File: config.mk
export PLATFORM = sky130hd
export DESIGN_NAME = sector_request_chunker_flat
export DESIGN_NICKNAME = d
export VERILOG_FILES = /design/src/hdl/src_pkg.sv /design/src/hdl/src_if.sv /design/src/hdl/src_div.sv /design/src/hdl/sector_request_chunker.sv /design/src/flat_wrapper.sv
export SDC_FILE = /design/constraint.sdc
export NUM_CORES = 1
export LEC_CHECK = 0
export ABC_AREA = 1
export BUFFER_PORTS_ARGS = -buffer_cell sky130_fd_sc_hd__buf_4
export CAP_MARGIN = 20
export CORE_MARGIN = 10
export CORE_UTILIZATION = 53
export CTS_CLUSTER_SIZE = 16
export DETAILED_ROUTE_END_ITERATION = 6
export PLACE_DENSITY = 0.74
export SLEW_MARGIN = 10
export SYNTH_ARGS = -nofsm -noshare
export SYNTH_HDL_FRONTEND = slang
export SYNTH_SLANG_ARGS = --single-unit
File: constraint.sdc
create_clock -name clk -period 15.6 [get_ports clk]
set_input_delay 3.12 -clock clk [delete_from_list [all_inputs] [get_ports clk]]
set_output_delay 3.12 -clock clk [all_outputs]
set_load 0.05 [all_outputs]
File: src/hdl/src_pkg.sv
// Shared types and constants for the sector request chunker.
`default_nettype none
package src_pkg;

	localparam int unsigned SECTOR_BYTES = 512;
	localparam int unsigned SECTOR_SHIFT = 9;
	localparam int unsigned MAX_SECTORS  = 4096;
	localparam int unsigned MAX_RESULTS  = 64;

	localparam int unsigned BS_W   = 21;
	localparam int unsigned LBA_W  = 32;
	localparam int unsigned CNT_W  = 13;
	localparam int unsigned PB_W   = 8;
	localparam int unsigned OFF_W  = 11;
	localparam int unsigned FACT_W = BS_W - SECTOR_SHIFT;
	localparam int unsigned DIV_DW = LBA_W + 1;
	localparam int unsigned DIV_CW = 6;
	localparam int unsigned SPAN_W = 14;

	typedef enum logic [1:0] {
		ST_CHUNK   = 2'd0,
		ST_EMPTY   = 2'd1,
		ST_TOO_BIG = 2'd2
	} status_t;

	typedef struct packed {
		logic              start;
		logic [DIV_CW-1:0] nbits;
	} div_cmd_t;

endpackage
`default_nettype wire

File: src/hdl/src_if.sv
// Request and result channel interfaces.
`default_nettype none
interface src_req_if import src_pkg::*; ();
	logic             valid;
	logic             ready;
	logic             req_type;
	logic [LBA_W-1:0] start_sector;
	logic [CNT_W-1:0] sector_count;

	modport source (output valid, req_type, start_sector, sector_count, input ready);
	modport sink (input valid, req_type, start_sector, sector_count, output ready);
endinterface

interface src_res_if import src_pkg::*; ();
	logic             valid;
	logic             ready;
	logic [1:0]       status;
	logic [LBA_W-1:0] phys_block;
	logic [PB_W-1:0]  phys_blocks;
	logic [OFF_W-1:0] sector_offset;
	logic [PB_W-1:0]  chunk_len;
	logic [CNT_W-1:0] buffer_sector;
	logic             needs_preread;
	logic             last;

	modport source (output valid, status, phys_block, phys_blocks, sector_offset,
		chunk_len, buffer_sector, needs_preread, last, input ready);
	modport sink (input valid, status, phys_block, phys_blocks, sector_offset,
		chunk_len, buffer_sector, needs_preread, last, output ready);
endinterface
`default_nettype wire

File: src/hdl/src_div.sv
// Restoring divider, one quotient bit per cycle, by the block factor.
`default_nettype none
module src_div import src_pkg::*; (
	input  logic              clk,
	input  logic              arst_n,
	input  div_cmd_t          cmd,
	input  logic [DIV_DW-1:0] dividend,
	input  logic [FACT_W-1:0] divisor,
	output logic              done,
	output logic [DIV_DW-1:0] quo,
	output logic [FACT_W-1:0] rem
);

	logic              busy_q;
	logic              done_q;
	logic [DIV_CW-1:0] cnt_q;
	logic [DIV_DW-1:0] quo_q;
	logic [FACT_W-1:0] rem_q;

	logic [FACT_W:0]   part;
	logic [FACT_W:0]   diff;
	logic              ge;
	logic [FACT_W-1:0] rem_nx;
	logic [DIV_CW-1:0] shamt;

	always_comb begin
		part   = {rem_q, quo_q[DIV_DW-1]};
		diff   = part - {1'b0, divisor};
		ge     = part >= {1'b0, divisor};
		rem_nx = ge ? diff[FACT_W-1:0] : part[FACT_W-1:0];
		// left-align the dividend so only nbits iterations are needed
		shamt  = DIV_CW'(DIV_DW) - cmd.nbits;
	end

	always_ff @(posedge clk or negedge arst_n) begin
		if (!arst_n) begin
			busy_q <= 1'b0;
			done_q <= 1'b0;
			cnt_q  <= '0;
		end else begin
			done_q <= busy_q && (cnt_q == DIV_CW'(1));
			if (cmd.start) begin
				busy_q <= 1'b1;
				cnt_q  <= cmd.nbits;
			end else if (busy_q) begin
				cnt_q <= cnt_q - DIV_CW'(1);
				if (cnt_q == DIV_CW'(1)) begin
					busy_q <= 1'b0;
				end
			end
		end
	end

	always_ff @(posedge clk) begin
		if (cmd.start) begin
			quo_q <= dividend << shamt;
			rem_q <= '0;
		end else if (busy_q) begin
			quo_q <= {quo_q[DIV_DW-2:0], ge};
			rem_q <= rem_nx;
		end
	end

	assign done = done_q;
	assign quo  = quo_q;
	assign rem  = rem_q;

endmodule
`default_nettype wire

File: src/hdl/sector_request_chunker.sv
// Top level: splits sector requests into bounce-buffer sized block commands.
// A request is taken only when idle. An empty request yields its result directly; a
// chunk follows three divisions on the shared divider (one quotient bit per cycle) by the
// block factor: buffer sectors, start sector, chunk span. Later chunks need only the span.
// ready returns the cycle after the last result, or the MAX_RESULTS-th, is taken.
// arst_n clears the sequencer and held request; the block-size register resets to 512.
`default_nettype none
module sector_request_chunker import src_pkg::*; #(
	parameter int unsigned BOUNCE_BYTES = 65536
) (
	input  logic            clk,
	input  logic            arst_n,
	input  logic            cfg_we,
	input  logic [BS_W-1:0] cfg_wdata,
	src_req_if.sink         req,
	src_res_if.source       res
);

	localparam int unsigned BS_SECT = BOUNCE_BYTES / SECTOR_BYTES;
	localparam int unsigned MPB_W   = $clog2(BS_SECT + 1);
	localparam int unsigned NRES_W  = $clog2(MAX_RESULTS);
	localparam int unsigned AW      = 16;
	localparam logic [MPB_W-1:0] BS_SECT_V = MPB_W'(BS_SECT);

	typedef enum logic [4:0] {
		S_IDLE = 5'b00001,
		S_DIVB = 5'b00010,
		S_DIVC = 5'b00100,
		S_DIVS = 5'b01000,
		S_OUT  = 5'b10000
	} state_t;

	state_t            state_q;
	logic [BS_W-1:0]   bs_q;
	logic [CNT_W-1:0]  done_q;
	logic [CNT_W-1:0]  count_q;
	logic [LBA_W-1:0]  start_q;
	logic              is_wr_q;
	logic [NRES_W-1:0] nres_q;
	logic [MPB_W-1:0]  maxpb_q;
	logic [MPB_W-1:0]  cap_q;
	logic [DIV_DW-1:0] plba_q;
	logic [FACT_W-1:0] off_q;
	logic [CNT_W-1:0]  chunk_q;
	logic [CNT_W-1:0]  pcount_q;

	status_t           o_status_q;
	logic [LBA_W-1:0]  o_pb_q;
	logic [PB_W-1:0]   o_pbs_q;
	logic [OFF_W-1:0]  o_off_q;
	logic [PB_W-1:0]   o_cs_q;
	logic [CNT_W-1:0]  o_bs_q;
	logic              o_pre_q;
	logic              o_last_q;

	div_cmd_t          div_cmd;
	logic [DIV_DW-1:0] div_dividend;
	logic              div_done;
	logic [DIV_DW-1:0] div_quo;
	logic [FACT_W-1:0] div_rem;

	logic [FACT_W-1:0] fact_raw;
	logic [FACT_W-1:0] factor;
	logic [CNT_W-1:0]  remain;
	logic [DIV_DW-1:0] cur;
	logic              req_acc;
	logic              res_acc;
	logic              pending;
	logic [CNT_W-1:0]  cnt_sat;
	logic              maxpb_zero;

	logic [AW-1:0]     span;
	logic              e_clip;
	logic [AW-1:0]     e_pcount;
	logic [AW-1:0]     e_raw;
	logic [AW-1:0]     e_chunk;
	logic [AW-1:0]     e_pcf;
	logic              e_pre;
	logic              e_last;
	logic [CNT_W-1:0]  next_done;
	logic [CNT_W-1:0]  next_rem;

	always_comb begin
		fact_raw   = bs_q[BS_W-1:SECTOR_SHIFT];
		factor     = (fact_raw == '0) ? FACT_W'(1) : fact_raw;
		remain     = count_q - done_q;
		cur        = {1'b0, start_q} + DIV_DW'(done_q);
		req_acc    = req.valid && req.ready;
		res_acc    = res.valid && res.ready;
		pending    = done_q < count_q;
		cnt_sat    = (req.sector_count > CNT_W'(MAX_SECTORS)) ? CNT_W'(MAX_SECTORS)
			: req.sector_count;
		maxpb_zero = div_quo[MPB_W-1:0] == '0;
		next_done  = done_q + chunk_q;
		next_rem   = count_q - next_done;
	end

	// chunk result from the span quotient (off + remain - 1) / factor
	always_comb begin
		span     = AW'(div_quo[SPAN_W-1:0]);
		e_clip   = span >= AW'(maxpb_q);
		e_raw    = AW'(cap_q) - AW'(off_q);
		if (e_clip) begin
			e_pcount = AW'(maxpb_q);
			e_chunk  = (e_raw > AW'(remain)) ? AW'(remain) : e_raw;
			e_pcf    = AW'(cap_q);
		end else begin
			e_pcount = span + AW'(1);
			e_chunk  = AW'(remain);
			e_pcf    = AW'(off_q) + AW'(remain) + AW'(factor) - AW'(div_rem) - AW'(1);
		end
		e_pre  = is_wr_q && (factor != FACT_W'(1)) && ((off_q != '0) || (e_chunk < e_pcf));
		e_last = e_chunk >= AW'(remain);
	end

	always_comb begin
		div_cmd.start = 1'b0;
		div_cmd.nbits = DIV_CW'(SPAN_W);
		div_dividend  = '0;
		unique case (state_q)
			S_IDLE: begin
				div_cmd.nbits = DIV_CW'(MPB_W);
				div_dividend  = DIV_DW'(BS_SECT_V);
				div_cmd.start = req_acc && (pending || (cnt_sat != '0));
			end
			S_DIVB: begin
				div_cmd.nbits = DIV_CW'(DIV_DW);
				div_dividend  = cur;
				div_cmd.start = div_done && !maxpb_zero;
			end
			S_DIVC: begin
				div_dividend  = DIV_DW'(AW'(div_rem) + AW'(remain) - AW'(1));
				div_cmd.start = div_done;
			end
			S_DIVS: begin
				div_cmd.start = 1'b0;
			end
			S_OUT: begin
				div_dividend  = DIV_DW'(AW'(next_rem) - AW'(1));
				div_cmd.start = res_acc && !o_last_q && (nres_q != NRES_W'(MAX_RESULTS - 1));
			end
			default: begin
				div_cmd.start = 1'b0;
			end
		endcase
	end

	src_div u_div (
		.clk      (clk),
		.arst_n   (arst_n),
		.cmd      (div_cmd),
		.dividend (div_dividend),
		.divisor  (factor),
		.done     (div_done),
		.quo      (div_quo),
		.rem      (div_rem)
	);

	always_ff @(posedge clk or negedge arst_n) begin
		if (!arst_n) begin
			state_q <= S_IDLE;
			bs_q    <= BS_W'(SECTOR_BYTES);
			done_q  <= '0;
			count_q <= '0;
			start_q <= '0;
			is_wr_q <= 1'b0;
			nres_q  <= '0;
		end else begin
			if (cfg_we) begin
				bs_q <= cfg_wdata;
			end
			unique case (state_q)
				S_IDLE: begin
					if (req_acc) begin
						nres_q <= '0;
						if (pending) begin
							state_q <= S_DIVB;
						end else if (cnt_sat == '0) begin
							state_q <= S_OUT;
						end else begin
							start_q <= req.start_sector;
							is_wr_q <= req.req_type;
							count_q <= cnt_sat;
							done_q  <= '0;
							state_q <= S_DIVB;
						end
					end
				end
				S_DIVB: begin
					if (div_done) begin
						state_q <= maxpb_zero ? S_OUT : S_DIVC;
					end
				end
				S_DIVC: begin
					if (div_done) begin
						state_q <= S_DIVS;
					end
				end
				S_DIVS: begin
					if (div_done) begin
						state_q <= S_OUT;
					end
				end
				S_OUT: begin
					if (res_acc) begin
						if (o_last_q) begin
							// drop the held request
							done_q  <= '0;
							count_q <= '0;
							state_q <= S_IDLE;
						end else begin
							done_q  <= next_done;
							nres_q  <= nres_q + NRES_W'(1);
							state_q <= (nres_q == NRES_W'(MAX_RESULTS - 1)) ? S_IDLE : S_DIVS;
						end
					end
				end
				default: begin
					state_q <= S_IDLE;
				end
			endcase
		end
	end

	// datapath registers
	always_ff @(posedge clk) begin
		if (state_q == S_DIVB && div_done) begin
			maxpb_q <= div_quo[MPB_W-1:0];
			cap_q   <= BS_SECT_V - div_rem[MPB_W-1:0];
		end
		if (state_q == S_DIVC && div_done) begin
			plba_q <= div_quo;
			off_q  <= div_rem;
		end else if (state_q == S_OUT && res_acc) begin
			// a clipped chunk ends on a block boundary
			plba_q <= plba_q + DIV_DW'(pcount_q);
			off_q  <= '0;
		end
		if (state_q == S_DIVS && div_done) begin
			chunk_q  <= e_chunk[CNT_W-1:0];
			pcount_q <= e_pcount[CNT_W-1:0];
		end
	end

	// result register
	always_ff @(posedge clk) begin
		priority if (state_q == S_IDLE && req_acc && !pending && cnt_sat == '0) begin
			o_status_q <= ST_EMPTY;
			o_pb_q     <= '0;
			o_pbs_q    <= '0;
			o_off_q    <= '0;
			o_cs_q     <= '0;
			o_bs_q     <= '0;
			o_pre_q    <= 1'b0;
			o_last_q   <= 1'b1;
		end else if (state_q == S_DIVB && div_done && maxpb_zero) begin
			o_status_q <= ST_TOO_BIG;
			o_pb_q     <= '0;
			o_pbs_q    <= '0;
			o_off_q    <= '0;
			o_cs_q     <= '0;
			o_bs_q     <= done_q;
			o_pre_q    <= 1'b0;
			o_last_q   <= 1'b1;
		end else if (state_q == S_DIVS && div_done) begin
			o_status_q <= ST_CHUNK;
			o_pb_q     <= plba_q[LBA_W-1:0];
			o_pbs_q    <= e_pcount[PB_W-1:0];
			o_off_q    <= off_q[OFF_W-1:0];
			o_cs_q     <= e_chunk[PB_W-1:0];
			o_bs_q     <= done_q;
			o_pre_q    <= e_pre;
			o_last_q   <= e_last;
		end else begin
			o_last_q <= o_last_q;
		end
	end

	assign req.ready         = state_q == S_IDLE;
	assign res.valid         = state_q == S_OUT;
	assign res.status        = o_status_q;
	assign res.phys_block    = o_pb_q;
	assign res.phys_blocks   = o_pbs_q;
	assign res.sector_offset = o_off_q;
	assign res.chunk_len     = o_cs_q;
	assign res.buffer_sector = o_bs_q;
	assign res.needs_preread = o_pre_q;
	assign res.last          = o_last_q;

endmodule
`default_nettype wire

File: src/flat_wrapper.sv
// flat-port wrapper written by rule: the top's interface ports become plain ports
module sector_request_chunker_flat import src_pkg::*;
#(
	parameter int unsigned BOUNCE_BYTES = 65536
)
  (clk, arst_n, cfg_we, cfg_wdata, req_valid, req_req_type, req_start_sector, req_sector_count, req_ready, res_valid, res_status, res_phys_block, res_phys_blocks, res_sector_offset, res_chunk_len, res_buffer_sector, res_needs_preread, res_last, res_ready);
  src_req_if req_i ();
  src_res_if res_i ();
  input  logic clk;
  input  logic arst_n;
  input  logic cfg_we;
  input  logic [BS_W-1:0] cfg_wdata;
  input wire logic [$bits(req_i.valid)-1:0] req_valid;
  input wire logic [$bits(req_i.req_type)-1:0] req_req_type;
  input wire logic [$bits(req_i.start_sector)-1:0] req_start_sector;
  input wire logic [$bits(req_i.sector_count)-1:0] req_sector_count;
  output wire logic [$bits(req_i.ready)-1:0] req_ready;
  output wire logic [$bits(res_i.valid)-1:0] res_valid;
  output wire logic [$bits(res_i.status)-1:0] res_status;
  output wire logic [$bits(res_i.phys_block)-1:0] res_phys_block;
  output wire logic [$bits(res_i.phys_blocks)-1:0] res_phys_blocks;
  output wire logic [$bits(res_i.sector_offset)-1:0] res_sector_offset;
  output wire logic [$bits(res_i.chunk_len)-1:0] res_chunk_len;
  output wire logic [$bits(res_i.buffer_sector)-1:0] res_buffer_sector;
  output wire logic [$bits(res_i.needs_preread)-1:0] res_needs_preread;
  output wire logic [$bits(res_i.last)-1:0] res_last;
  input wire logic [$bits(res_i.ready)-1:0] res_ready;
  assign req_i.valid = req_valid;
  assign req_i.req_type = req_req_type;
  assign req_i.start_sector = req_start_sector;
  assign req_i.sector_count = req_sector_count;
  assign req_ready = req_i.ready;
  assign res_valid = res_i.valid;
  assign res_status = res_i.status;
  assign res_phys_block = res_i.phys_block;
  assign res_phys_blocks = res_i.phys_blocks;
  assign res_sector_offset = res_i.sector_offset;
  assign res_chunk_len = res_i.chunk_len;
  assign res_buffer_sector = res_i.buffer_sector;
  assign res_needs_preread = res_i.needs_preread;
  assign res_last = res_i.last;
  assign res_i.ready = res_ready;
  sector_request_chunker #(.BOUNCE_BYTES(BOUNCE_BYTES)) u_core (.clk(clk), .arst_n(arst_n), .cfg_we(cfg_we), .cfg_wdata(cfg_wdata), .req(req_i), .res(res_i));
endmodule
# Yosys cells after proc, flatten, opt, wreduce, memory -nomap -nowiden
# Index checks and enable logic that the tools add are counted.
[totals]
elab_cells = 163
out_inout_bits = 78
reg_bits = 307
[classes]
eq_ne = 18
reduce_logical = 37
shift = 1
bitwise = 2
addsub = 19
n_mux = 52
order_cmp = 7
[op_table]
columns = ["operator", "n"]
rows = [
  ["13-bit 2-to-1 mux", 13],
  ["33-bit 2-to-1 mux", 4],
  ["33-bit one-hot mux with 4 select lines", 1],
  ["13-bit one-hot mux with 2 select lines", 2],
  ["12-bit 2-to-1 mux", 4],
  ["16-bit 2-to-1 mux", 3],
  ["5-bit 2-to-1 mux", 9],
  ["32-bit by 13-bit adder with 33-bit output", 1],
  ["33-bit by 13-bit adder with 33-bit output", 1],
  ["33-bit by 6-bit left shift with 33-bit output", 1],
  ["33-bit by 1-bit subtractor with 33-bit output (second input constant)", 1],
  ["6-bit 2-to-1 mux", 5],
  ["12-bit by 13-bit adder with 14-bit output", 2],
  ["13-bit subtractor", 2],
  ["5-bit one-hot mux with 5 select lines", 1],
  ["6-bit one-hot mux with 2 select lines", 2],
  ["2-bit != test (second input constant)", 9],
  ["1-bit logical AND", 17],
  ["16-bit by 12-bit adder with 16-bit output", 1],
  ["16-bit by 13-bit >= comparator with 1-bit output", 1],
  ["16-bit by 13-bit > comparator with 1-bit output", 1],
  ["16-bit less-than comparator", 1],
  ["16-bit by 1-bit subtractor with 16-bit output (second input constant)", 1],
  ["16-bit by 12-bit subtractor with 16-bit output", 1],
  ["other kinds (40)", 52],
]

# Logic depth before layout (Yosys ltp)
# Gate-level depths: netlist of the first run.
[logic_depth]
depth_word = 9
depth_mapped = 42
mapped_depth_nobuf = 42

# Hierarchy
# A second synthesis of the first run with hierarchy kept.
[hier_totals]
cells_unflattened = 2898
hier_area_um2 = 21932.3
[by_module_without_submodules]
columns = ["mod", "area_each_um2", "seq_area_each_um2", "instances", "cells_each"]
rows = [
  ["sector_request_chunker", 17196.5, 6158.4, 1, 2202],
  ["src_div", 4735.8, 1431.4, 1, 696],
]

# Worst setup path before layout of the first run
# Ideal clock, no wire load.
[synth_path]
path_kind = "input to register"
start = "input port res_ready"
end = "register u_core.u_div.quo_q[0] (netlist: u_core.u_div.quo[0]), enable pin"
arrival_time_ns = 7.806
setup_time_ns = 0.331
slack_ns = 7.464
cell_stages = 9
required_ns = 15.269
path_cell_list = "inv_1 -> o21ai_0 -> o21ai_0 -> inv_1 -> nor2_1 -> nand2_4 -> nor2_4 -> inv_4 -> buf_6"
[synth_via]
elab_chain_len = 5
[synth_lines]
columns = ["item", "line", "text"]
rows = [
  ["start, declared", "flat_wrapper.sv:27", "input wire logic [$bits(res_i.ready)-1:0] res_ready;"],
  ["1-bit logical AND", "sector_request_chunker.sv:89", "res_acc = res.valid && res.ready;"],
  ["1-bit logical AND (2 in a row)", "sector_request_chunker.sv:140", "div_cmd.start = res_acc && !o_last_q && (nres_q != NRES_W'(MAX_RESULTS - 1));"],
  ["1-bit one-hot mux with 4 select lines", "sector_request_chunker.sv:120", "unique case (state_q)"],
  ["2-bit nonzero test (no source line)", "-", ""],
  ["end signal, assigned", "src_div.sv:56", "quo_q <= dividend << shamt;"],
  ["end signal, assigned", "src_div.sv:59", "quo_q <= {quo_q[DIV_DW-2:0], ge};"],
  ["end, declared", "src_div.sv:17", "logic [DIV_DW-1:0] quo_q;"],
]
# No other way between the ends.
# A chain may end at the register's enable or synchronous reset.

# Worst setup path in the final report of the first run
[layout_path]
start = "register u_core.done_q[1]"
end = "register u_core.o_pre_q (netlist: u_core.res.needs_preread)"
[layout_via]
elab_chain_len = 9
[layout_lines]
columns = ["item", "line", "text"]
rows = [
  ["start, declared", "sector_request_chunker.sv:35", "logic [CNT_W-1:0] done_q;"],
  ["start signal, assigned", "sector_request_chunker.sv:212", "done_q <= next_done;"],
  ["13-bit subtractor", "sector_request_chunker.sv:86", "remain = count_q - done_q;"],
  ["12-bit by 13-bit adder with 14-bit output", "sector_request_chunker.sv:110", "e_pcf = AW'(off_q) + AW'(remain) + AW'(factor) - AW'(div_rem) - AW'(1);"],
  ["16-bit by 12-bit adder with 16-bit output", "sector_request_chunker.sv:110", ""],
  ["16-bit by 12-bit subtractor with 16-bit output", "sector_request_chunker.sv:110", ""],
  ["16-bit by 1-bit subtractor with 16-bit output", "sector_request_chunker.sv:110", ""],
  ["16-bit 2-to-1 mux", "sector_request_chunker.sv:103", "if (e_clip) begin"],
  ["16-bit less-than comparator", "sector_request_chunker.sv:112", "e_pre = is_wr_q && (factor != FACT_W'(1)) && ((off_q != '0) || (e_chunk < e_pcf));"],
  ["1-bit logical OR", "sector_request_chunker.sv:112", ""],
  ["1-bit logical AND", "sector_request_chunker.sv:112", ""],
  ["end signal, assigned", "sector_request_chunker.sv:272", "o_pre_q <= e_pre;"],
  ["end, declared", "sector_request_chunker.sv:53", "logic o_pre_q;"],
]
# Parallel ways exist; a longest one is shown, timed or not.

==> results of run 1 <==
[area by class of cell]
| cell class | count | area [um^2] | share of cell area, % |
|---|---|---|---|
| Sequential cell | 297 | 7590 | 32.6 |
| Clock inverter | 22 | 234 | 1.00 |
| Inverter | 322 | 1210 | 5.21 |
| Timing Repair Buffer | 152 | 1140 | 4.90 |
| Tap cell | 518 | 648 | 2.78 |
| Clock buffer | 42 | 943 | 4.05 |
| Multi-Input combinational cell | 1867 | 11500 | 49.5 |
[critical path, delay by kind of cell, from the launching register on]
family | cells | cell delay, ns
simple gates | 16 | 1.78
buf+inv | 4 | 0.45
xor+xnor | 2 | 0.57
fa+ha+maj | 5 | 1.80
flops | 1 | 0.48
compound gates | 9 | 1.27
[worst min path at each step]
stage / startpoint / to / slack [ns] / cells past startpoint
3_5_place_dp: u_core.res.phys_block[22]$_SDFFE_PP0P_ / u_core.res.phys_block[22]$_SDFFE_PP0P_ / 0.45 / 2
6_report: u_core.res.phys_block[21]$_SDFFE_PP0P_ / u_core.res.phys_block[21]$_SDFFE_PP0P_ / 0.46 / 2
2_1_floorplan: u_core.nres_q[0]$_DFFE_PN0P_ / u_core.nres_q[0]$_DFFE_PN0P_ / 0.47 / 1
5_1_grt: u_core.res.phys_block[25]$_SDFFE_PP0P_ / u_core.res.phys_block[25]$_SDFFE_PP0P_ / 0.48 / 2
3_3_place_gp: u_core.res.phys_block[10]$_SDFFE_PP0P_ / u_core.res.phys_block[10]$_SDFFE_PP0P_ / 0.45 / 2
4_1_cts: u_core.res.phys_block[22]$_SDFFE_PP0P_ / u_core.res.phys_block[22]$_SDFFE_PP0P_ / 0.46 / 2
[per-stage QoR]
stage	power [mW]	area [um^2]	util (%)
6_report	5.43	23300	60.3
3_3_place_gp	4.44	22100	57.2
3_5_place_dp	4.53	22100	57.2
2_1_floorplan	3.69	20700	-
4_1_cts	5.41	23300	60.3
5_1_grt	5.91	23300	60.3
[logic make-up (layout without fill, tap and decap cells)]
group,Yosys count,count (layout),synth area share (%)
flip-flops,297,297,36.7
buffers and inverters,398,538,7.63
multiplexers,36,36,2.49
other,1,4,0.0181
AO/OA/AOI/OAI,507,507,14.1
adder cells (fa/ha/maj),200,200,12.9
XOR/XNOR,121,121,5.20
AND/OR/NAND/NOR,999,999,20.9
[synthesized netlist by cell type, types with 26 or more instances]
| master | n |
|---|---|
| a21oi_1 | 190 |
| clkbuf_1 | 45 |
| dfrtp_1 | 88 |
| dfxtp_1 | 88 |
| edfxtp_1 | 119 |
| ha_1 | 178 |
| inv_1 | 313 |
| mux2_4 | 30 |
| nand2_1 | 567 |
| nand3_1 | 121 |
| nand4_1 | 49 |
| nor2_1 | 160 |
| nor3_1 | 42 |
| o21ai_0 | 173 |
| o22ai_1 | 26 |
| xnor2_1 | 34 |
| xor2_1 | 85 |
[per-layer routing]
metal / track usage, % / vias up / part of all wire [%]
met1: 32.5 / 8501 / 43
met5: 0 / - / 0
met3: 3.23 / 129 / 5.5
met2: 41.8 / 554 / 48
met4: 10.7 / 0 / 4.0
li1: - / 8860 / -
[power groups by stage]
stage                     Combinational, mW  Sequential, mW  Clock (mW)
final                                  3.42            1.16       0.847
after detailed placement               3.37            1.17           0
after global placement                 3.27            1.17           0
after global routing                   3.84            1.17       0.895
after CTS                              3.39            1.16       0.866
after floorplan                        2.55            1.14           0
[sequential cells by signal, summed over array words and instances (netlist names), 11 cells and up]
| name | count |
|---|---|
| u_core.bs_q | 12 |
| u_core.chunk_q | 13 |
| u_core.count_q | 13 |
| u_core.done_q | 13 |
| u_core.off_q | 12 |
| u_core.pcount_q | 13 |
| u_core.plba_q | 32 |
| u_core.res.buffer_sector | 13 |
| u_core.res.phys_block | 32 |
| u_core.res.sector_offset | 11 |
| u_core.start_q | 32 |
| u_core.u_div.quo | 33 |
| u_core.u_div.rem | 12 |
==> results.toml, run 1 <==
[run_status]
status = "finished clean"

[timing]
timing.fmax_mhz = 153
finalClockSkew_ns = 0.0219
rsz0062_at_grt = "no"
finalSetupTns_ns = 0
hold_viol = 0
min_period_ns = 6.52
slew_viol_final = 0
worst_pin_slew_ns = 1.13
worst_slack_ns = 9.08
slew_headroom_pct = 23.8
period_share_pct = 41.8
whs_ns = 0.461
final-setup-viol-count = 0

[pwr]
seqPwrFrac_pct = 21.4
power_switching_mw = 2.68
peakVddDrop_mv = 0.316
power_density_nw_per_um2 = 233
p_int_mw = 2.74
p_leak_nw = 10.9
combPwrFrac_pct = 63.0
clockPowerShare_pct = 15.6
swShare_pct = 49.5

[layout]
area_delta_synth_final_pct = 12.8
num-fill-cells = 3511
final_cell_mix = "567 x nand2_1, 312 x inv_1, 190 x a21oi_1, 178 x ha_1, 172 x o21ai_0"
layoutNonFillerInstCount = 3220
fin_nets = 2947
drive_gt1_share_pct = 11.7
n_antenna_cell = 0
final_common_cell = "nand2_1"

[global_routing]
grt_max_degree = 79
grt_pass1_vias = 17600
gr-total-overflow = 0
grt_pass1_wl_um = 95400
antenna_found_initial = 1
grt_usage_pct = 25.2

[worst_setup_path]
crit_path_start = "u_core.done_q[1]$_DFFE_PN0P_"
cp.required_ns = 16.01
crit_end = "u_core.res.needs_preread$_SDFFE_PP0P_"
arrival_ns = 6.93
path_max_fanout = 5
cp-start-kind = "register"
reg2reg_from = "u_core.done_q[1]$_DFFE_PN0P_"
slowest_delay_ns = 0.48
path_class = "register to register"
reg2reg_to = "u_core.res.needs_preread$_SDFFE_PP0P_"
slowest_stage = "dfrtp_1"
reg2reg_depth = 36
r2r_setup_slack_ns = 9.08
cp_common_cell = "nand2_1"
cp-end-kind = "register"

[placement]
numPortBuffers = 140
place_hpwl_um = 47000
dp.cells = 3155
place_ws_ns = 9.19
gp_congestion = 0.936

[logic_synthesis]
synth_edf_count = 119
synth_top_area_share_pct = 17.3
synthFlopType = "edfxtp_1"
synth_seq_cells = 297
synth_warnings = 0
avgSynthCellArea_um2 = 8.08
synth_cell_types = 69
ys_async_sr_fraction_pct = 30.3
synth.area.top_cells = "edfxtp_1 17%, ha_1 11%, dfrtp_1 11%"
yosysTopAreaCell = "edfxtp_1"
syn_area_um2 = 20700
seq_area_frac_synth_pct = 36.7
synth_cells = 2559

[floorplan]
io_pins = 150
die_width_um = 217
rows = 72
core-area_um2 = 38600
die_y_um = 217
die-area_um2 = 47300
start_util_pct = 53.5

[clocking]
worstSkewPairLatency_ns = 0.56
cts_setup_buffers = 0
clockRootBuffer = "clkbuf_16"
ctsHoldBuffers = 0
numCtsBuffers = 35
cts-htree-levels = 2
clockBufferDepth = 3
ctsResizeCount = 0
cts_tree = "yes"
clk_pin_slew_worst_paths_ns = 0.06
cts.sinks = 297

[route]
drc = 0
dr_total_vias = 18000
first_pass_iters = 6
wl_per_cell_um = 18.9
drtIter0Drc = 1435
vias_per_cell = 5.60
routed_wl_um = 60700
ant_nets = 0

[min_path]
min_path_type = "register to register"

[run]
cap_violations = 0
No activity file was read; power rests on OpenSTA's default activity.
==> inputs of run 2 (changes only) <==
--- a/config.mk
+++ b/config.mk
@@ -12,7 +12,7 @@
 export CORE_UTILIZATION = 53
 export CTS_CLUSTER_SIZE = 16
 export DETAILED_ROUTE_END_ITERATION = 6
-export PLACE_DENSITY = 0.74
+export PLACE_DENSITY = 0.76
 export SLEW_MARGIN = 10
 export SYNTH_ARGS = -nofsm -noshare
 export SYNTH_HDL_FRONTEND = slang
==> constraint.sdc (replaced) <==
create_clock -name clk -period 5.57 [get_ports clk]
set_input_delay 1.114 -clock clk [delete_from_list [all_inputs] [get_ports clk]]
set_output_delay 1.114 -clock clk [all_outputs]
set_load 0.05 [all_outputs]
==> results.toml, run 2 (synthesized netlist as in run 1, its figures left out) <==
[global_routing]
grt_pass1_wl_um = 98600
use_met3_pct = 3.48
antenna_found_initial = 1
gr-total-overflow = 0
grt_pass1_vias = 18600
grt.busiest_layer = "met2"
grt_usage_pct = 26.1
gr-usage-met2_pct = 44.8
grt_max_degree = 75
use_met1_pct = 32.0

[route]
drc = 0
routed_wl_um = 63400
vias_per_cell = 5.60
dr_total_vias = 18700
wl_per_cell_um = 19.0
ant_nets = 0
drtIter0Drc = 1395
first_pass_iters = 5

[floorplan]
die_y_um = 217
start_util_pct = 53.5
io_pins = 150
die-area_um2 = 47300
rows = 72
die_width_um = 217
core-area_um2 = 38600

[pwr]
p_leak_nw = 11.5
p_int_mw = 9.08
clockPowerShare_pct = 13.7
seqPwrFrac_pct = 18.7
power_density_nw_per_um2 = 709
combPwrFrac_pct = 67.6
peakVddDrop_mv = 1.20
swShare_pct = 47.9
power_switching_mw = 8.36

[placement]
numPortBuffers = 140
place_ws_ns = -0.538
gp_congestion = 0.987
place_hpwl_um = 48500
placed_area_um2 = 22900

[worst_setup_path]
path_max_fanout = 3
reg2reg_from = "u_core.done_q[0]$_DFFE_PN0P_"
cp-end-kind = "register"
slowest_delay_ns = 0.48
path_class = "register to register"
cp.required_ns = 6.01
crit_family = "adder cells"
arrival_ns = 6.03
crit_path_start = "u_core.done_q[0]$_DFFE_PN0P_"
cp_common_cell = "nand2_1"
path_buf_inv = 3
cp-start-kind = "register"
slowest_stage = "fa_1"

[timing]
worst_pin_slew_ns = 1.14
worst_slack_ns = -0.0223
finalClockSkew_ns = 0.0312
min_period_ns = 5.59
timing.fmax_mhz = 179
period_share_pct = 100
hold_viol = 0
final-setup-viol-count = 1
rsz0062_at_grt = "yes"
slew_headroom_pct = 23.1
slew_viol_final = 0

[clocking]
clockBufferDepth = 3
clk_pin_slew_worst_paths_ns = 0.07
cts.sinks = 297
ctsHoldBuffers = 0
cts_tree = "yes"
numCtsBuffers = 36
cts-htree-levels = 2
clockRootBuffer = "clkbuf_16"
worstSkewPairLatency_ns = 0.57

[min_path]
worstHoldStart = "u_core.res.phys_block[10]$_SDFFE_PP0P_"
min_path_type = "register to register"

[layout]
fin_nets = 3062
largest_register_ffs = 33
n_antenna_cell = 0
final_common_cell = "nand2_1"
drive_gt1_share_pct = 17.9
area_delta_synth_final_pct = 19.0
final_cell_mix = "563 x nand2_1, 302 x inv_1, 264 x buf_4, 174 x a21oi_1, 165 x o21ai_0"
final_cell_area_um2 = 24600

[run_status]
violations = "setup timing"
status = "complete, but fails checks"

[run]
cap_violations = 0
-- run 2: path summary, 6_finish.rpt --
path	cells after the start	slack (ns)	end
max in group asynchronous	2	3.89	u_core.start_q[25]$_DFFE_PN0P_
min in group asynchronous	1	0.64	u_core.count_q[11]$_DFFE_PN0P_
hold / removal	2	0.46	u_core.res.phys_block[10]$_SDFFE_PP0P_
hold reg to reg	2	0.46	u_core.res.phys_block[10]$_SDFFE_PP0P_
setup reg to reg	33	-0.02	u_core.res.needs_preread$_SDFFE_PP0P_
setup / recovery	33	-0.02	u_core.res.needs_preread$_SDFFE_PP0P_
-- run 2: worst min-delay path, stage by stage (launching register included) --
cell,delay [ns]
dfxtp_1,0.31
nand2_1,0.06
a21oi_1,0.05
-- run 2: power groups by stage --
stage	Clock, mW	Sequential (mW)	Combinational [mW]
floorplan	0	3.19	7.14
global placement	0	3.28	10.2
detailed placement	0	3.29	10.6
CTS	2.42	3.25	11.2
global route	2.49	3.30	13.0
finish	2.38	3.26	11.8
-- run 2: stage by stage --
step	util, %	power [mW]	hold slack (ns)	TNS, ns	cells
global route	63.7	18.8	0.469	-0.476	3336
CTS	63.0	16.9	0.463	-0.0145	3330
finish	63.7	17.4	0.458	-0.0223	3336
detailed placement	59.3	13.8	0.454	-0.538	3260
floorplan	-	10.3	0.469	0	2562
global placement	59.3	13.5	0.449	-0.283	3260
-- run 2: cell type report --
cell class	count	area [um^2]
clock buffer	51	1040
clock inverter	15	154
fill	3355	14000
sequential	297	7590
timing repair buffer	266	2000
tap	518	648
inverter	322	1220
multi-input combinational	1867	12000
-- run 2: what timing repair did --
action,4_1_cts,5_1_grt
setup buffers,4,5
pin swaps,27,37
cloned,0,0
resized for setup,48,45
endpoints found under the setup margin,1,2
-- run 2: routing by layer --
layer | up-vias | part of all wire, %
li1 | 9083 | -
met1 | 8895 | 42
met2 | 537 | 49
met3 | 155 | 4.8
met4 | 2 | 4.2
met5 | - | 0.016
==> inputs of run 3 (changes only) <==
--- a/config.mk
+++ b/config.mk
@@ -5,14 +5,14 @@
 export SDC_FILE = /design/constraint.sdc
 export NUM_CORES = 1
 export LEC_CHECK = 0
-export ABC_AREA = 1
+export ABC_CLOCK_PERIOD_IN_PS = 6100
 export BUFFER_PORTS_ARGS = -buffer_cell sky130_fd_sc_hd__buf_4
 export CAP_MARGIN = 20
 export CORE_MARGIN = 10
 export CORE_UTILIZATION = 53
 export CTS_CLUSTER_SIZE = 16
 export DETAILED_ROUTE_END_ITERATION = 6
-export PLACE_DENSITY = 0.76
+export PLACE_DENSITY = 0.74
 export SLEW_MARGIN = 10
 export SYNTH_ARGS = -nofsm -noshare
 export SYNTH_HDL_FRONTEND = slang
==> constraint.sdc (replaced) <==
create_clock -name clk -period 6.1 [get_ports clk]
set_input_delay 1.22 -clock clk [delete_from_list [all_inputs] [get_ports clk]]
set_output_delay 1.22 -clock clk [all_outputs]
set_load 0.05 [all_outputs]
==> results.toml, run 3 <==
[logic_synthesis]
synth_cell_types = 91
yosysTopAreaCell = "edfxtp_1"
avgSynthCellArea_um2 = 8.88
syn_area_um2 = 20000
synthFlopType = "edfxtp_1"
ys_async_sr_fraction_pct = 30.3
synth_warnings = 0
synthTopCellsByCount = "289 x nand2_1, 218 x a21oi_1, 209 x nor2_1, 178 x ha_1, 136 x o21ai_0"
seq_area_frac_synth_pct = 37.9
synth.area.top_cells = "edfxtp_1 18%, ha_1 11%, dfrtp_1 11%"
yosysMostFrequentCell = "nand2_1"
synth_top_area_share_pct = 17.9
synth_edf_count = 119
synth_seq_cells = 297
synth_cells = 2253

[worst_setup_path]
path_max_fanout = 3
cp-end-kind = "register"
slowest_delay_ns = 0.58
cp-start-kind = "register"
arrival_ns = 6.46
cp_common_cell = "ha_4"
path_class = "register to register"
cp.required_ns = 6.55
path_buf_inv = 1
slowest_stage = "fa_1"
crit_family = "compound AO/OA/AOI/OAI gates"

[floorplan]
core-area_um2 = 37500
die-area_um2 = 45900
rows = 71
die_width_um = 214
die_y_um = 214
io_pins = 150
start_util_pct = 53.4

[placement]
place_hpwl_um = 43800
numPortBuffers = 140
placed_area_um2 = 21900
dp.cells = 2883
gp_congestion = 0.935
place_ws_ns = -0.0676

[timing]
min_period_ns = 6.01
rsz0062_at_grt = "yes"
timing.fmax_mhz = 166
worst_slack_ns = 0.0873
hold_viol = 0
final-setup-viol-count = 0
slew_viol_final = 0
slew_headroom_pct = 30.7
period_share_pct = 98.6
worst_pin_slew_ns = 1.04
finalClockSkew_ns = 0.0252
finalSetupTns_ns = 0
whs_ns = 0.453

[clocking]
cts_tree = "yes"
numCtsBuffers = 35
clockRootBuffer = "clkbuf_16"
ctsHoldBuffers = 0
cts-htree-levels = 2
clockBufferDepth = 3
worstSkewPairLatency_ns = 0.57
cts.sinks = 297
clk_pin_slew_worst_paths_ns = 0.06

[layout]
n_antenna_cell = 0
fin_nets = 2696
final_cell_area_um2 = 23500
final_common_cell = "nand2_1"
fin_util_pct = 62.7
area_delta_synth_final_pct = 17.4
layoutNonFillerInstCount = 2962
final_cell_mix = "287 x nand2_1, 215 x buf_4, 207 x a21oi_1, 206 x nor2_1, 167 x ha_1"
drive_gt1_share_pct = 16.3
largest_register_ffs = 33

[pwr]
power_density_nw_per_um2 = 658
p_leak_nw = 10.1
power_mw = 15.4
peakVddDrop_mv = 0.710

[run]
cap_violations = 0

[min_path]
min_path_type = "register to register"

[route]
dr_wl_met2_um = 26900
top_layer_used = "met4"
dr_total_vias = 17400
routed_wl_um = 58100
drc = 0
ant_nets = 0
wl_per_cell_um = 19.6
first_pass_iters = 6
vias_per_cell = 5.86
wl_met1_um = 24600
drtIter0Drc = 1550
wl_met3_um = 4760

[global_routing]
grt_max_degree = 70
grt_pass1_vias = 17000
grt_usage_pct = 24.3
gr-total-overflow = 0
grt_pass1_wl_um = 91200
antenna_found_initial = 0

[run_status]
status = "finished clean"
==> run 3: final timing paths <==
check	start	endpoint	slack [ns]	depth (start not counted)
min	u_core.res.sector_offset[5]$_SDFFE_PP0P_	u_core.res.sector_offset[5]$_SDFFE_PP0P_	0.45	2
max reg2reg	u_core.count_q[0]$_DFFE_PN0P_	u_core.res.needs_preread$_SDFFE_PP0P_	0.09	28
max	u_core.count_q[0]$_DFFE_PN0P_	u_core.res.needs_preread$_SDFFE_PP0P_	0.09	28
min in group asynchronous	arst_n	u_core.count_q[1]$_DFFE_PN0P_	0.46	1
max in group asynchronous	arst_n	u_core.start_q[14]$_DFFE_PN0P_	4.61	3
min reg2reg	u_core.res.sector_offset[5]$_SDFFE_PP0P_	u_core.res.sector_offset[5]$_SDFFE_PP0P_	0.45	2
==> run 3: final cells by class <==
| class | instances | area, um^2 |
|---|---|---|
| flip-flops and latches | 297 | 7590 |
| clock buffers | 51 | 997 |
| clock inverters | 13 | 183 |
| multi-input cells | 1746 | 11900 |
| inverters | 127 | 477 |
| fillers | 3185 | 14000 |
| well taps | 511 | 639 |
| repair buffers | 217 | 1650 |
==> run 3: metal layers <==
metal  GRT usage (%)  vias up
met3            4.99      122
met2            39.8      658
met5               0        -
met1            31.7     8263
met4            7.66        0
li1                -     8322
==> run 3: kinds of logic (layout without fill, tap and decap cells) <==
family / Yosys count / count (layout) / synth area share, %
XOR/XNOR: 163 / 163 / 7.13
flip-flops: 297 / 297 / 37.9
AND/OR/NAND/NOR: 747 / 747 / 16.9
other: 1 / 4 / 0.0187
adder cells (fa/ha/maj): 200 / 200 / 13.3
AO/OA/AOI/OAI: 586 / 586 / 18.0
buffers and inverters: 213 / 408 / 4.19
multiplexers: 46 / 46 / 2.53
==> run 3: what timing repair did <==
action	4_1_cts	5_1_grt
resized for setup	10	57
buffers inserted	0	16
pin swaps	0	41
setup endpoints to repair	2	2
==> run 3: worst reg2reg max path: cells and delay by family, from the launching register on <==
family                     cells  cell delay, ns
xor gates and xnor gates       3            0.55
adders and majority gates      6            1.72
DFF                            1            0.38
and+or+nand+nor                8            1.08
AOI/OAI and AO/OA             10            2.05
buffers and inverters          1            0.12
==> run 3: power breakdown <==
| part | switching [mW] | total [mW] | internal [mW] | leakage, nW |
|---|---|---|---|---|
| clock network | 0.868 | 2.14 | 1.28 | 0.574 |
| logic | 5.68 | 10.3 | 4.61 | 6.53 |
| registers | 0.481 | 3.02 | 2.54 | 2.96 |
| total | 7.03 | 15.4 | 8.42 | 10.1 |
